$ cat src/hw/rtl/bvcm_pkg.sv
package bvcm_pkg;

    localparam int VALUE_BITS       = 16;
    localparam int DEF_BISECT_STEPS = 8;
    localparam int SUM_W            = VALUE_BITS + 3;
    localparam int N_REGS           = 8;
    localparam int CFG_IDX_W        = 3;

    typedef logic [VALUE_BITS-1:0] t_val;

    localparam t_val VONE = {VALUE_BITS{1'b1}};

    localparam logic [CFG_IDX_W-1:0] REG_X0 = 3'd0;
    localparam logic [CFG_IDX_W-1:0] REG_Y0 = 3'd1;
    localparam logic [CFG_IDX_W-1:0] REG_X1 = 3'd2;
    localparam logic [CFG_IDX_W-1:0] REG_Y1 = 3'd3;
    localparam logic [CFG_IDX_W-1:0] REG_X2 = 3'd4;
    localparam logic [CFG_IDX_W-1:0] REG_Y2 = 3'd5;
    localparam logic [CFG_IDX_W-1:0] REG_X3 = 3'd6;
    localparam logic [CFG_IDX_W-1:0] REG_Y3 = 3'd7;

    localparam t_val RST_P0 = 16'd0;
    localparam t_val RST_P1 = 16'd21845;
    localparam t_val RST_P2 = 16'd43690;
    localparam t_val RST_P3 = 16'd65535;

    typedef struct packed {
        t_val p0;
        t_val p1;
        t_val p2;
        t_val p3;
    } t_pts;

endpackage

$ cat src/hw/rtl/bvcm_bez.sv
module bvcm_bez
    import bvcm_pkg::*;
#(
    parameter int KW = DEF_BISECT_STEPS + 1
) (
    input  logic             i_clk,
    input  logic             i_rst_n,
    input  logic             i_en,
    input  logic             i_valid,
    input  logic [KW-1:0]    i_k,
    input  t_pts             i_pts,
    output logic             o_valid,
    output logic [SUM_W-1:0] o_sum
);

    localparam int VB = VALUE_BITS;

    logic [KW+VB-1:0] kx;
    t_val             tv_c;
    t_val             uv_c;
    logic [3:0]       r_v;

    t_val r_tv1, r_uv1;
    t_val r_tv2, r_uv2, r_uu, r_tt;
    t_val r_a, r_b, r_c, r_d;
    t_val r_pa, r_pb, r_pc, r_pd;

    logic [2*VB-1:0] m_uu, m_tt;
    logic [2*VB-1:0] m_a, m_b, m_c, m_d;
    logic [2*VB-1:0] m_pa, m_pb, m_pc, m_pd;

    always_comb begin
        kx   = {i_k, {VB{1'b0}}};
        tv_c = kx[KW+VB-1:KW];
        uv_c = VONE - tv_c;
        m_uu = r_uv1 * r_uv1;
        m_tt = r_tv1 * r_tv1;
        m_a  = r_uu * r_uv2;
        m_b  = r_uu * r_tv2;
        m_c  = r_uv2 * r_tt;
        m_d  = r_tt * r_tv2;
        m_pa = r_a * i_pts.p0;
        m_pb = r_b * i_pts.p1;
        m_pc = r_c * i_pts.p2;
        m_pd = r_d * i_pts.p3;
    end

    always_ff @(posedge i_clk) begin
        if (!i_rst_n) begin
            r_v <= '0;
        end else if (i_en) begin
            r_v <= {r_v[2:0], i_valid};
        end
    end

    always_ff @(posedge i_clk) begin
        if (i_en) begin
            r_tv1 <= tv_c;
            r_uv1 <= uv_c;
            r_tv2 <= r_tv1;
            r_uv2 <= r_uv1;
            r_uu  <= m_uu[2*VB-1:VB];
            r_tt  <= m_tt[2*VB-1:VB];
            r_a   <= m_a[2*VB-1:VB];
            r_b   <= m_b[2*VB-1:VB];
            r_c   <= m_c[2*VB-1:VB];
            r_d   <= m_d[2*VB-1:VB];
            r_pa  <= m_pa[2*VB-1:VB];
            r_pb  <= m_pb[2*VB-1:VB];
            r_pc  <= m_pc[2*VB-1:VB];
            r_pd  <= m_pd[2*VB-1:VB];
        end
    end

    assign o_valid = r_v[3];
    assign o_sum   = SUM_W'(r_pa) + SUM_W'(r_pb) + (SUM_W'(r_pb) << 1)
                   + SUM_W'(r_pc) + (SUM_W'(r_pc) << 1) + SUM_W'(r_pd);

endmodule

$ cat config.mk
export PLATFORM = sky130hd
export DESIGN_NAME = bvcm_bez
export DESIGN_NICKNAME = d
export VERILOG_FILES = /design/src/hw/rtl/bvcm_pkg.sv /design/src/hw/rtl/bvcm_bez.sv
export SDC_FILE = /design/constraint.sdc
export NUM_CORES = 2
export LEC_CHECK = 0
export CAP_MARGIN = 40
export CORE_ASPECT_RATIO = 1.25
export CORE_UTILIZATION = 34
export DETAILED_ROUTE_END_ITERATION = 6
export DONT_BUFFER_PORTS = 1
export HOLD_SLACK_MARGIN = 0.08
export RECOVER_POWER = 50
export SYNTH_ARGS = -nofsm -noshare
export SYNTH_HDL_FRONTEND = slang
export SYNTH_SLANG_ARGS = --single-unit
$ cat constraint.sdc
create_clock -name i_clk -period 11.3 [get_ports i_clk]
set_input_delay 1.13 -clock i_clk [delete_from_list [all_inputs] [get_ports i_clk]]
set_output_delay 1.13 -clock i_clk [all_outputs]
set_load 0.01 [all_outputs]
# --- After elaboration in Yosys (flattened, before gate mapping) ---
# Cells that the tools add are included.
word_totals:
  reg_bits: 214
  input_bits: 77
op_classes:
  add_sub_neg: 6
  multipliers: 10
op_table:
  columns: ["operator", "count"]
  rows:
  - ["$mul 16x16->32", 7]
  - ["$mul 16x9->25", 2]
  - ["$add 18x16->19", 1]
  - ["$add 19x16->19", 1]
  - ["$add 19x17->19", 1]
  - ["$add 17x17->18", 1]
  - ["$mul 9x9->18", 1]
  - ["$add 16x16->17", 1]
  - ["$sub 16x16->16 const A", 1]

# --- Logic depth before layout (Yosys ltp) ---
depth:
  ltp_word: 5
  depth_mapped: 24
  ltp_nobuf: 23

# --- Least setup slack after synthesis ---
# No wires, ideal clock.
synth_timing:
  path_kind: "input-to-reg"
  startpoint: "input i_pts[17] (netlist bit)"
  endpoint: "register r_pc[9] (data pin)"
  arrival_time_ns: 6.676
  t_required_ns: 11.038
  path_slack_ns: 4.362
  stages: 21
  cell_sequence: "clkbuf_1 -> nand2_1 -> fa_1 -> fa_1 -> inv_1 -> fa_1 -> fa_1 -> fa_1 -> inv_1 -> fa_1 -> inv_1 -> ha_1 -> a2111o_1 -> a211oi_1 -> a211oi_1 -> o211ai_2 -> a21oi_2 -> or2_4 -> a311oi_1 -> o21bai_1 -> xor2_1"
synth_via:
  elab_chain_cells: 1
synth_rtl:
  columns: ["item", "line_no", "source"]
  rows:
  - ["from (decl)", "bvcm_bez.sv:11", "input t_pts i_pts,"]
  - ["$mul 16x16->32", "bvcm_bez.sv:44", "m_pc = r_c * i_pts.p2;"]
  - ["net m_pc[25]", "bvcm_bez.sv:30", "logic [2*VB-1:0] m_pa, m_pb, m_pc, m_pd;"]
  - ["to (signal assigned)", "bvcm_bez.sv:70", "r_pc <= m_pc[2*VB-1:VB];"]
  - ["to (decl)", "bvcm_bez.sv:26", "t_val r_pa, r_pb, r_pc, r_pd;"]
# The timed path passes the listed nets, and every way through them passes these cells.
# A chain may end at the register's enable or synchronous reset.

# --- Worst setup path in the final report ---
layout_timing:
  startpoint: "register r_uv1[13]"
  endpoint: "register r_uu[15] (data pin)"
layout_via:
  elab_chain_cells: 1
layout_rtl:
  columns: ["item", "line_no", "source"]
  rows:
  - ["from (decl)", "bvcm_bez.sv:23", "t_val r_tv1, r_uv1;"]
  - ["from (signal assigned)", "bvcm_bez.sv:59", "r_uv1 <= uv_c;"]
  - ["$mul 16x16->32", "bvcm_bez.sv:36", "m_uu = r_uv1 * r_uv1;"]
  - ["net m_uu[31]", "bvcm_bez.sv:28", "logic [2*VB-1:0] m_uu, m_tt;"]
  - ["to (signal assigned)", "bvcm_bez.sv:62", "r_uu <= m_uu[2*VB-1:VB];"]
  - ["to (decl)", "bvcm_bez.sv:24", "t_val r_tv2, r_uv2, r_uu, r_tt;"]
# The timed path passes the listed nets, and every way through them passes these cells.

==> impl_results.md <==
* Vias in the first global route at 52607
* RSZ-0062 raised after global routing: false
* Crit path cell chain: clkbuf_1 -> inv_1 -> fa_1 -> inv_1 -> fa_1 -> fa_1 -> fa_1 -> fa_1 -> inv_1 -> fa_1 -> inv_1 -> ha_1 -> and3_1 -> a221o_1 -> a21oi_1 -> o31ai_1 -> o311ai_1 -> a21boi_0 -> o21a_1 -> o22a_1 -> xnor2_1
* Avg WL per Cell at 16.9 um
* Yosys reg bits at 200
* GRT Resource Usage Total at 16.8%
* Ratio of cells with drive above 1 in the final layout at 1.54%
* 1st-iter DRT viols at 2085
* Setup TNS at 0 ps
* DIE WIDTH at 405 um
* M1 GR Usage at 19.8%
* Most common cell after layout, fill and taps aside: inv_1
* Area Growth Syn to Fin at 5.21%
* Placed cell count at 9749
* Slowest cell on the critical path: clkbuf_1
* Asr flop ratio synth at 0%
* TritonCTS Buffers at 17
* Largest net degree at the start of global routing at 201
* Status: finished clean
* Synth Net Count at 9682
* Final #Nets at 9510
* Setup bufs post-CTS at 0
* H-tree levels at 4
* GPL Wtd Cong at 0.868
* Main synth FF type: edfxtp_1
* Fin cells at 9783
* Die height at 505 um
* Ports at 97
* Worst-path clk slew at 110 ps
* Cell mode on critical path: fa_1
* Gr ovfl total at 0
* Hold Crit Class: reg -> reg
* DRC at 0
* Initial Util at 34.3%
* Worst Setup End Kind: register
* Worst R2R Path Depth at 21
* Post-synthesis cell area at 68900 um2
* Tmin final at 7310 ps
* Clk sinks at 200
* Die area at 205000 um2
* WHS Endpoint: r_v[0]
* Seq/Total Area, Yosys at 8.65%
* Detailed-route via count at 46598
* GRT busiest layer: met2
* Startpoint Class: register
* Vias per cell at 4.76
* Drt pass-1 iters at 7
* Slew Viols, Final at 0
* DRT Wirelength at 166 mm
* Setup-failing EPs final at 0
* Fill count at 20318
* Worst Path Arrival at 7600 ps
* YS warnings at 0
* Placeable core area at 201000 um2
* Fin crit share at 64.6%
* Final ANT Viol Nets at 0
* Initial antenna violation count at 1
* Final hold slack at 527 ps
* Peak Freq at 137 MHz
* FF-to-FF End: r_uu[15]
* Synth Instances at 7243
* IO buf count at 0
* Clk_skew at 28.5 ps
* Global Route met3 Usage at 2.11%
* Critical Path Start: r_uv1[13]
* Final hold vios at 0
* Root Buffer: clkbuf_16
* Crit Path Category: reg -> reg
* Worst R2R Start: r_uv1[13]
* Final HPWL from detailed placement at 134 mm
* Unique masters post-synth at 73
* First-pass GRT wire length at 273 mm
* Max Cap Violations at 0
* EDFF count, synth at 196
* CP max stage delay at 710 ps
* Worst hold stages at 2
* Number of hold buffers added after CTS at 0
* Syn Area/Cell at 9.52 um2
* Worst-margin pin slew at 971 ps
* FF-to-FF setup slack at 3990 ps
* Site Rows at 184
* Most frequent cells in the layout: 1847 x inv_1, 1528 x fa_1, 992 x nand2_1
* Post_cts resized at 0
* Critical-path maximum fanout at 13
* Clk_lat worst skew at 560 ps
* Worst slew margin at 35.3%
* CP required at 11600 ps
* CTS max path bufs at 2
* CTS tree: built
* Min-delay src: r_v[0]
* Grt met2 use at 30.9%
## critical path, delay by kind of cell (launching register included)
| family | cells | cell delay, ps |
|---|---|---|
| AOI/OAI and AO/OA | 7 | 1710 |
| xor gates and xnor gates | 1 | 120 |
| adders and majority gates | 7 | 3390 |
| buffers and inverters | 5 | 1300 |
| DFF | 1 | 330 |
| and+or+nand+nor | 1 | 200 |
## layer usage
metal / up-vias / wire length [um]
met2: 1003 / 86500
met3: 264 / 7230
met1: 24229 / 65900
met5: - / 13
li1: 21100 / -
met4: 2 / 5910
## metrics by stage
step / util [%] / setup WS [ps] / area, um2
2_1_floorplan: - / 4360 / 68900
3_3_place_gp: 35.7 / 4260 / 71700
3_5_place_dp: 35.7 / 4170 / 71900
4_1_cts: 36.0 / 4280 / 72500
5_1_grt: 36.0 / 3600 / 72500
6_report: 36.0 / 3990 / 72500
## worst max-delay path by stage
stage | to | slack, ps | depth (start not counted)
2_1_floorplan | r_pc[9] | 4360 | 21
3_3_place_gp | r_pc[9] | 4260 | 21
3_5_place_dp | r_pa[15] | 4170 | 20
4_1_cts | r_uu[15] | 4280 | 20
5_1_grt | r_uu[15] | 3600 | 21
6_report | r_uu[15] | 3990 | 21
## Yosys cell counts, types with 10 or more instances
master / count / area [um2]
inv_1: 1847 / 6930
fa_1: 1528 / 30600
nand2_1: 992 / 3720
ha_1: 834 / 10400
and2_1: 711 / 4450
clkbuf_1: 239 / 897
edfxtp_1: 196 / 5890
xnor2_1: 129 / 1130
a21oi_1: 122 / 611
nor2_1: 109 / 409
a21o_1: 77 / 578
xor2_1: 61 / 534
o21ai_0: 57 / 285
nand3_1: 35 / 175
nor3_1: 25 / 125
nor2b_1: 22 / 138
o21a_1: 22 / 165
nand4_1: 17 / 106
a211oi_1: 16 / 120
and3_1: 15 / 93.8
nand2b_1: 15 / 93.8
a31oi_1: 13 / 81.3
o21bai_1: 13 / 97.6
a21boi_0: 10 / 75.1
## logic make-up (layout without fill, tap and decap cells)
family | after synthesis | after routing | share of synthesized area, %
adders and majority gates | 2362 | 2362 | 59.5
buffers and inverters | 2090 | 1931 | 11.4
and+or+nand+nor | 1979 | 1979 | 13.9
AOI/OAI and AO/OA | 413 | 413 | 3.99
DFF | 200 | 200 | 8.65
xor gates and xnor gates | 190 | 190 | 2.41
muxes | 9 | 9 | 0.134
other | 0 | 2 | 0
## flip-flops by register name (all words and copies together) (netlist names)
register / flops
r_pd: 16
r_pb: 16
r_uv2: 9
r_tt: 16
r_a: 16
r_uu: 16
r_pa: 16
r_d: 16
r_v: 4
r_c: 16
r_pc: 16
r_uv1: 9
r_tv2: 9
r_b: 16
r_tv1: 9
## area by class of cell
type                    count  area, um2  area share (%)
diodes                      2       5.00         0.00690
inverters                1847       6930            9.56
multi-input cells        4953      55100            76.0
well taps                2697       3370            4.65
clock inverters            15        224           0.309
repair buffers             52        477           0.657
clock buffers              17        425           0.587
flip-flops and latches    200       5970            8.22
Power is not shown: default switching activity piles up to over one toggle a cycle in this logic, so the estimate is an artifact.
