===== src/hw/rtl/bvcm_pkg.sv =====
package bvcm_pkg;

    localparam int VALUE_BITS       = 16;
    localparam int DEF_BISECT_STEPS = 8;
    localparam int SUM_W            = VALUE_BITS + 3;
    localparam int N_REGS           = 8;
    localparam int CFG_IDX_W        = 3;

    typedef logic [VALUE_BITS-1:0] t_val;

    localparam t_val VONE = {VALUE_BITS{1'b1}};

    localparam logic [CFG_IDX_W-1:0] REG_X0 = 3'd0;
    localparam logic [CFG_IDX_W-1:0] REG_Y0 = 3'd1;
    localparam logic [CFG_IDX_W-1:0] REG_X1 = 3'd2;
    localparam logic [CFG_IDX_W-1:0] REG_Y1 = 3'd3;
    localparam logic [CFG_IDX_W-1:0] REG_X2 = 3'd4;
    localparam logic [CFG_IDX_W-1:0] REG_Y2 = 3'd5;
    localparam logic [CFG_IDX_W-1:0] REG_X3 = 3'd6;
    localparam logic [CFG_IDX_W-1:0] REG_Y3 = 3'd7;

    localparam t_val RST_P0 = 16'd0;
    localparam t_val RST_P1 = 16'd21845;
    localparam t_val RST_P2 = 16'd43690;
    localparam t_val RST_P3 = 16'd65535;

    typedef struct packed {
        t_val p0;
        t_val p1;
        t_val p2;
        t_val p3;
    } t_pts;

endpackage


===== src/hw/rtl/bvcm_bez.sv =====
module bvcm_bez
    import bvcm_pkg::*;
#(
    parameter int KW = DEF_BISECT_STEPS + 1
) (
    input  logic             i_clk,
    input  logic             i_rst_n,
    input  logic             i_en,
    input  logic             i_valid,
    input  logic [KW-1:0]    i_k,
    input  t_pts             i_pts,
    output logic             o_valid,
    output logic [SUM_W-1:0] o_sum
);

    localparam int VB = VALUE_BITS;

    logic [KW+VB-1:0] kx;
    t_val             tv_c;
    t_val             uv_c;
    logic [3:0]       r_v;

    t_val r_tv1, r_uv1;
    t_val r_tv2, r_uv2, r_uu, r_tt;
    t_val r_a, r_b, r_c, r_d;
    t_val r_pa, r_pb, r_pc, r_pd;

    logic [2*VB-1:0] m_uu, m_tt;
    logic [2*VB-1:0] m_a, m_b, m_c, m_d;
    logic [2*VB-1:0] m_pa, m_pb, m_pc, m_pd;

    always_comb begin
        kx   = {i_k, {VB{1'b0}}};
        tv_c = kx[KW+VB-1:KW];
        uv_c = VONE - tv_c;
        m_uu = r_uv1 * r_uv1;
        m_tt = r_tv1 * r_tv1;
        m_a  = r_uu * r_uv2;
        m_b  = r_uu * r_tv2;
        m_c  = r_uv2 * r_tt;
        m_d  = r_tt * r_tv2;
        m_pa = r_a * i_pts.p0;
        m_pb = r_b * i_pts.p1;
        m_pc = r_c * i_pts.p2;
        m_pd = r_d * i_pts.p3;
    end

    always_ff @(posedge i_clk) begin
        if (!i_rst_n) begin
            r_v <= '0;
        end else if (i_en) begin
            r_v <= {r_v[2:0], i_valid};
        end
    end

    always_ff @(posedge i_clk) begin
        if (i_en) begin
            r_tv1 <= tv_c;
            r_uv1 <= uv_c;
            r_tv2 <= r_tv1;
            r_uv2 <= r_uv1;
            r_uu  <= m_uu[2*VB-1:VB];
            r_tt  <= m_tt[2*VB-1:VB];
            r_a   <= m_a[2*VB-1:VB];
            r_b   <= m_b[2*VB-1:VB];
            r_c   <= m_c[2*VB-1:VB];
            r_d   <= m_d[2*VB-1:VB];
            r_pa  <= m_pa[2*VB-1:VB];
            r_pb  <= m_pb[2*VB-1:VB];
            r_pc  <= m_pc[2*VB-1:VB];
            r_pd  <= m_pd[2*VB-1:VB];
        end
    end

    assign o_valid = r_v[3];
    assign o_sum   = SUM_W'(r_pa) + SUM_W'(r_pb) + (SUM_W'(r_pb) << 1)
                   + SUM_W'(r_pc) + (SUM_W'(r_pc) << 1) + SUM_W'(r_pd);

endmodule


===== src/hw/rtl/bvcm_cell.sv =====
module bvcm_cell
    import bvcm_pkg::*;
#(
    parameter int TB = DEF_BISECT_STEPS + 1
) (
    input  logic        i_clk,
    input  logic        i_rst_n,
    input  logic        i_en,
    input  t_pts        i_pts,
    input  logic        i_valid,
    input  logic [TB:0] i_lo,
    input  logic [TB:0] i_hi,
    input  t_val        i_x,
    output logic        o_valid,
    output logic [TB:0] o_lo,
    output logic [TB:0] o_hi,
    output t_val        o_x
);

    logic [TB:0]      lh_sum;
    logic [TB-1:0]    mid;
    logic             ev_valid;
    logic [SUM_W-1:0] ev_sum;

    logic [TB:0]   r_lo_d  [4];
    logic [TB:0]   r_hi_d  [4];
    logic [TB-1:0] r_mid_d [4];
    t_val          r_x_d   [4];

    logic        r_valid;
    logic [TB:0] r_lo;
    logic [TB:0] r_hi;
    t_val        r_x;

    assign lh_sum = i_lo + i_hi;
    assign mid    = lh_sum[TB:1];

    bvcm_bez #(
        .KW (TB)
    ) u_bez (
        .i_clk   (i_clk),
        .i_rst_n (i_rst_n),
        .i_en    (i_en),
        .i_valid (i_valid),
        .i_k     (mid),
        .i_pts   (i_pts),
        .o_valid (ev_valid),
        .o_sum   (ev_sum)
    );

    always_ff @(posedge i_clk) begin
        if (i_en) begin
            r_lo_d[0]  <= i_lo;
            r_hi_d[0]  <= i_hi;
            r_mid_d[0] <= mid;
            r_x_d[0]   <= i_x;
            for (int s = 1; s < 4; s++) begin
                r_lo_d[s]  <= r_lo_d[s-1];
                r_hi_d[s]  <= r_hi_d[s-1];
                r_mid_d[s] <= r_mid_d[s-1];
                r_x_d[s]   <= r_x_d[s-1];
            end
            r_x <= r_x_d[3];
            if (ev_sum < SUM_W'(r_x_d[3])) begin
                r_lo <= {1'b0, r_mid_d[3]};
                r_hi <= r_hi_d[3];
            end else begin
                r_lo <= r_lo_d[3];
                r_hi <= {1'b0, r_mid_d[3]};
            end
        end
    end

    always_ff @(posedge i_clk) begin
        if (!i_rst_n) begin
            r_valid <= 1'b0;
        end else if (i_en) begin
            r_valid <= ev_valid;
        end
    end

    assign o_valid = r_valid;
    assign o_lo    = r_lo;
    assign o_hi    = r_hi;
    assign o_x     = r_x;

endmodule


===== config.mk =====
export PLATFORM = sky130hd
export DESIGN_NAME = bvcm_cell
export DESIGN_NICKNAME = d
export VERILOG_FILES = /design/src/hw/rtl/bvcm_pkg.sv /design/src/hw/rtl/bvcm_bez.sv /design/src/hw/rtl/bvcm_cell.sv
export SDC_FILE = /design/constraint.sdc
export NUM_CORES = 2
export LEC_CHECK = 0
export BUFFER_PORTS_ARGS = -buffer_cell sky130_fd_sc_hd__buf_2
export CAP_MARGIN = 20
export CORE_MARGIN = 3
export CORE_UTILIZATION = 65
export CTS_BUF_LIST = sky130_fd_sc_hd__clkbuf_8
export DETAILED_ROUTE_END_ITERATION = 7
export PLACE_DENSITY = 0.91
export SKIP_CTS_REPAIR_TIMING = 1
export SLEW_MARGIN = 20
export SYNTH_ARGS = -nofsm -noshare
export SYNTH_HDL_FRONTEND = slang
export SYNTH_SLANG_ARGS = --single-unit

===== constraint.sdc =====
create_clock -name i_clk -period 9.03 [get_ports i_clk]
set_input_delay 0 -clock i_clk [delete_from_list [all_inputs] [get_ports i_clk]]
set_output_delay 0 -clock i_clk [all_outputs]
set_load 0.1 [all_outputs]

Word-level counts from Yosys, hierarchy flattened
Memories as Yosys holds them, arrays and structs flattened.
Cells that the tools add are included.
{"block": "op_classes", "mux": 4, "addsub": 7, "magnitude_cmp": 1, "n_mul": 10}
{"operator": "16-bit by 16-bit multiplier with 32-bit output", "n": 7}
{"operator": "16-bit by 9-bit multiplier with 25-bit output", "n": 2}
{"operator": "19-bit by 16-bit adder with 19-bit output", "n": 2}
{"operator": "19-bit by 17-bit adder with 19-bit output", "n": 2}
{"operator": "19-bit by 16-bit less-than comparator with 1-bit output", "n": 1}
{"operator": "9-bit by 9-bit multiplier with 18-bit output", "n": 1}
{"operator": "9-bit 2-to-1 mux", "n": 2}
{"operator": "16-bit by 16-bit adder with 17-bit output", "n": 1}
{"operator": "16-bit subtractor (first input constant)", "n": 1}
{"operator": "10-bit adder", "n": 1}
{"operator": "1-bit 2-to-1 mux", "n": 2}
{"block": "word_totals", "memories": 4, "out_inout_bits": 37, "word_cells": 47, "register_bits": 251, "input_bits": 104, "ram_bits": 180}
{"memory": "r_x_d", "words": 4, "word_bits": 16, "rd": 4, "rd_ports_with_merged_regs": 0, "write_ports": 4, "line_no": "bvcm_cell.sv:28", "text": "t_val r_x_d [4];"}
{"memory": "r_hi_d", "words": 4, "word_bits": 10, "rd": 4, "rd_ports_with_merged_regs": 0, "write_ports": 4, "line_no": "bvcm_cell.sv:26", "text": "logic [TB:0] r_hi_d [4];"}
{"memory": "r_lo_d", "words": 4, "word_bits": 10, "rd": 4, "rd_ports_with_merged_regs": 0, "write_ports": 4, "line_no": "bvcm_cell.sv:25", "text": "logic [TB:0] r_lo_d [4];"}
{"memory": "r_mid_d", "words": 4, "word_bits": 9, "rd": 4, "rd_ports_with_merged_regs": 0, "write_ports": 4, "line_no": "bvcm_cell.sv:27", "text": "logic [TB-1:0] r_mid_d [4];"}

Logic depth before layout (Yosys ltp)
{"block": "logic_depth", "depth_word": 7, "ltp_mapped": 32, "mapped_depth_nobuf": 31}

Hierarchy
A second synthesis with hierarchy kept.
{"block": "unflattened", "hier_cells": 7561, "hier_area_um2": 76458.3}
{"mod": "bvcm_bez", "n_inst": 1, "area_per_inst_um2": 68883.6, "seq_area_each_um2": 5965.7, "cells_per_inst": 7219}
{"mod": "bvcm_cell", "n_inst": 1, "area_per_inst_um2": 7574.8, "seq_area_each_um2": 6506.2, "cells_per_inst": 342}

Worst setup path before layout
No wires, ideal clock.
{"block": "synth_timing", "path_kind": "register to register", "from": "register u_bez.r_uu[7]", "to": "register u_bez.r_a[15] (data pin)", "arrival_ns": 6.409, "t_required_ns": 8.768, "path_buffers": 2, "period_less_slack_ns": 6.671, "setup_ns": 0.262, "slack_ns": 2.359, "path_stages_with_launch": 26, "cell_sequence": "edfxtp_1 -> clkbuf_1 -> clkbuf_1 -> nand2_1 -> fa_1 -> inv_1 -> fa_1 -> inv_1 -> fa_1 -> inv_1 -> fa_1 -> inv_1 -> fa_1 -> fa_1 -> inv_1 -> ha_1 -> a2111oi_2 -> o21ai_1 -> a221o_1 -> nor3_2 -> a2111oi_2 -> o31a_1 -> o21a_1 -> o21a_4 -> a311oi_2 -> xnor2_1"}
{"block": "synth_between", "elab_chain_cells": 1}
{"item": "start: declaration", "line_no": "bvcm_bez.sv:24", "text": "t_val r_tv2, r_uv2, r_uu, r_tt;"}
{"item": "start signal: assignment", "line_no": "bvcm_bez.sv:62", "text": "r_uu <= m_uu[2*VB-1:VB];"}
{"item": "16-bit by 16-bit multiplier with 32-bit output", "line_no": "bvcm_bez.sv:38", "text": "m_a = r_uu * r_uv2;"}
{"item": "named net u_bez.m_a[31]", "line_no": "bvcm_bez.sv:29", "text": "logic [2*VB-1:0] m_a, m_b, m_c, m_d;"}
{"item": "end signal: assignment", "line_no": "bvcm_bez.sv:64", "text": "r_a <= m_a[2*VB-1:VB];"}
{"item": "end: declaration", "line_no": "bvcm_bez.sv:25", "text": "t_val r_a, r_b, r_c, r_d;"}
The timed path passes the listed nets, and every way through them passes these cells.
A chain may end at the register's enable or synchronous reset.

Worst setup path in the final report
{"block": "layout_timing", "from": "register u_bez.r_pb[0]", "to": "register r_hi[8] (netlist: o_hi[8]) (data pin)"}
{"block": "layout_between", "elab_chain_cells": 7}
{"item": "start: declaration", "line_no": "bvcm_bez.sv:26", "text": "t_val r_pa, r_pb, r_pc, r_pd;"}
{"item": "start signal: assignment", "line_no": "bvcm_bez.sv:69", "text": "r_pb <= m_pb[2*VB-1:VB];"}
{"item": "16-bit by 16-bit adder with 17-bit output", "line_no": "bvcm_bez.sv:76", "text": "assign o_sum = SUM_W'(r_pa) + SUM_W'(r_pb) + (SUM_W'(r_pb) << 1)"}
{"item": "19-bit by 17-bit adder with 19-bit output *", "line_no": "bvcm_bez.sv:76"}
{"item": "19-bit by 16-bit adder with 19-bit output *", "line_no": "bvcm_bez.sv:77", "text": "+ SUM_W'(r_pc) + (SUM_W'(r_pc) << 1) + SUM_W'(r_pd);"}
{"item": "19-bit by 17-bit adder with 19-bit output *", "line_no": "bvcm_bez.sv:77"}
{"item": "19-bit by 16-bit adder with 19-bit output *", "line_no": "bvcm_bez.sv:77"}
{"item": "19-bit by 16-bit less-than comparator with 1-bit output *", "line_no": "bvcm_cell.sv:64", "text": "if (ev_sum < SUM_W'(r_x_d[3])) begin"}
{"item": "9-bit 2-to-1 mux *", "line_no": "bvcm_cell.sv:64"}
{"item": "end signal: assignment", "line_no": "bvcm_cell.sv:66", "text": "r_hi <= r_hi_d[3];"}
{"item": "end signal: assignment", "line_no": "bvcm_cell.sv:69", "text": "r_hi <= {1'b0, r_mid_d[3]};"}
{"item": "end: declaration", "line_no": "bvcm_cell.sv:32", "text": "logic [TB:0] r_hi;"}
Every way passes the cells marked *; elsewhere a longest branch is shown, timed or not.

==> impl_results.md <==
* Status: complete, no violations
* Maximum clock path buffer count at 3
* CTS H-tree lvls at 3
* First-pass GRT wire length at 292000 µm
* Root buf cell: clkbuf_8
* Final antenna-violating net count at 0
* Post-route setup TNS at 0 ns
* WL per Instance at around 19 µm
* Vias in the first global route at 60430
* Clock Sinks at 399
* # fillers at 7422
* Final Net Count at 10107
* R2R cell count at 32
* Crit-path max cell delay at 0.51 ns
* Worst hold margin at 0.000344 ns
* Initial Util at 0.657
* F_max at approximately 0.13 GHz
* Row cnt at between 100 and 150
* Worst Setup End Kind: flop
* Layout cells sized above 1 at 0.0417
* RSZ-0062 raised after global routing: false
* Post-Syn Area per Cell at 9.98 µm²
* Syn nets at 10048
* Critical R2R Launch: u_bez.r_pb[0]
* Top Family by Delay on Critical Path: adder cells
* Clock slew at reported path FFs at 0.06 ns
* Die Height at roughly 350 µm
* Crit path arrival time at about 8.2 ns
* RePlAce Congestion at 0.946
* Layout Utilization at 0.691
* YS warnings at 0
* Max Slew Vio Count at 0
* Largest net degree at the start of global routing at 172
* Period utilization at 0.863
* Hold crit path type: primary input to flop
* Drt initial violations at 4295
* WHS Path Cells at 2
* Initial antenna violation count at 10
* Via density at 5.77
* Die footprint at about 0.12 mm²
* Setup violators final at 0
* Slew headroom at 0.249
* R2R setup slack at 1.24 ns
* Max Cap Violations at 0
* Worst skew pair latency at ~0.72 ns
* Fin crit period at 7.79 ns
* Area growth from synthesis to layout at 5.12%
* Die Wd at 347 µm
* Worst endpoint required time at 9.48 ns
* Core Box Area at about 0.11 mm²
* Critical R2R Capture: o_hi[8]
* Post-synth EDFFs at 394
* Non-filler cells, final at 9187
* Post-synth cell types at 72
* Hold endpoint: r_x_d[0][6]
* Worst Path Max Fanout at 20
* Async SR Flop Fraction at 0
* Syn Inst Count at about 7600
* TritonCTS clock tree: done
* Total CTS buffers at 72
* Clock skew at between 0.03 and 0.04 ns
* # port buffers at 140
* Sequential area share after synthesis at 0.158
* Top_reg_cell synth: edfxtp_1
* Placed insts at between 9000 and 10000
* GRT Util Overall at 0.303
* Least-Margin Pin Slew at 1.13 ns
* Register bit total from synthesis at between 300 and 400
* Final Hold Viols at 0
* Worst Setup Path Type: flop to flop
* Critical-path top delay cell: fa_1
* Worst Path Buf+Inv at 4
* Mapped Area at 0.0754 mm²
* Hpwl dp at 138000 µm
* Num ports at 141
* Hold Path Origin: i_x[6]
* Remaining Overflow, GRT at 0
* Via Count at 52980
* Drt total wl at roughly 180000 µm
* Initial DRT Pass Iterations at 6
* Startpoint types: flop
* Remaining DRCs at 0
[cells in the mapped netlist, drive strengths merged (4+ instances only)]
cell type | number | share of area
a2111oi | 5 | 0.0011
and2 | 620 | 0.051
a311oi | 6 | 0.0010
nand4 | 18 | 0.0015
xor2 | 52 | 0.0060
o2111ai | 4 | 0.00046
mux2 | 21 | 0.0031
or3 | 15 | 0.0012
a21boi | 12 | 0.0012
o21a | 28 | 0.0029
nor2 | 136 | 0.0068
xnor2 | 129 | 0.015
nand2b | 17 | 0.0014
o31a | 5 | 0.00058
and3 | 13 | 0.0011
or2 | 7 | 0.00058
and4 | 7 | 0.00081
mux2i | 6 | 0.00080
o21ai | 66 | 0.0044
nor4 | 7 | 0.00058
nor2b | 35 | 0.0029
a21o | 59 | 0.0059
nand3 | 29 | 0.0019
ha | 865 | 0.14
a221oi | 7 | 0.00090
clkbuf | 233 | 0.012
o21bai | 16 | 0.0016
a31o | 4 | 0.00046
a211oi | 13 | 0.0013
fa | 1523 | 0.40
nor3 | 48 | 0.0033
o31ai | 4 | 0.00040
o211ai | 9 | 0.00090
edfxtp | 394 | 0.16
a21oi | 127 | 0.0084
dfxtp | 5 | 0.0013
a31oi | 7 | 0.00058
buf | 7 | 0.00048
nand2 | 1085 | 0.054
inv | 1875 | 0.093
[cell type report]
cell class                      instances  area, µm²  area share
Tap cell                             1512       1890      0.0239
Clock inverter                         59        398     0.00502
Inverter                             1875       7040      0.0888
Timing Repair Buffer                  225       1480      0.0187
Antenna cell                            3       7.51   0.0000947
Sequential cell                       399      11900       0.150
Clock buffer                           72        991      0.0125
Multi-Input combinational cell       5042      55600       0.701
[placed cells by master, fill, tap and decap left out, drive strengths merged, types with 32 or more instances in the layout]
cell type,synthesis,final
o21ai,66,66
xnor2,129,129
fa,1523,1523
clkinv,0,32
clkbuf,233,72
nand2,1085,1085
nor2,136,136
buf,7,177
edfxtp,394,394
a21oi,127,127
nor3,48,48
and2,620,620
xor2,52,52
dlygate4sd3,0,48
a21o,59,59
inv,1875,1894
ha,865,865
nor2b,35,35
[layer usage]
layer / wire [µm] / track usage / up-vias
met5: 13 / 0 / -
met4: 10400 / 0.158 / 2
met3: 16600 / 0.0646 / 796
met2: 89300 / 0.529 / 2894
met1: 60500 / 0.353 / 26487
li1: - / - / 22801
[sequential cells by signal (all words and copies together) (netlist names), 36 cells and up]
name and flops:
r_x_d 64, r_hi_d 40, r_lo_d 40, r_mid_d 36
[logic make-up (layout without fill, tap and decap cells)]
group | count (synthesis) | after routing | share of synthesized area
fa+ha+maj | 2388 | 2388 | 0.548
buf+inv | 2115 | 2231 | 0.105
simple gates | 2047 | 2047 | 0.128
compound gates | 399 | 399 | 0.0354
flops | 399 | 399 | 0.158
xor+xnor | 181 | 181 | 0.0210
mux | 27 | 27 | 0.00393
other cells | 0 | 3 | 0
[through the flow]
step	cell area (µm²)	worst slack (ns)
after floorplan	75400	2.36
after global placement	77400	1.93
after detailed placement	77400	1.41
after CTS	78800	1.35
after global routing	79300	0.853
final	79300	1.24
[worst register-to-register path, delay by kind of cell (launching register included)]
family | cells | cell delay (ns)
buf+inv | 4 | 0.54
flops | 1 | 0.37
xor+xnor | 2 | 0.34
simple gates | 5 | 0.50
fa+ha+maj | 7 | 2.69
compound gates | 13 | 2.68
mux | 1 | 0.41
[worst max-delay path by stage]
stage          slack (ns)  depth (start not counted)       endpoint          start
2_1_floorplan        2.36                         25  u_bez.r_a[15]  u_bez.r_uu[7]
5_1_grt              0.85                         32        o_hi[8]  u_bez.r_pb[0]
3_5_place_dp         1.41                         32        o_hi[8]  u_bez.r_pb[0]
3_3_place_gp         1.93                         32        o_lo[7]  u_bez.r_pb[0]
4_1_cts              1.35                         32        o_hi[8]  u_bez.r_pb[0]
6_report             1.24                         32        o_hi[8]  u_bez.r_pb[0]
Power is not shown: default switching activity piles up to over one toggle a cycle in this logic, so the estimate is an artifact.
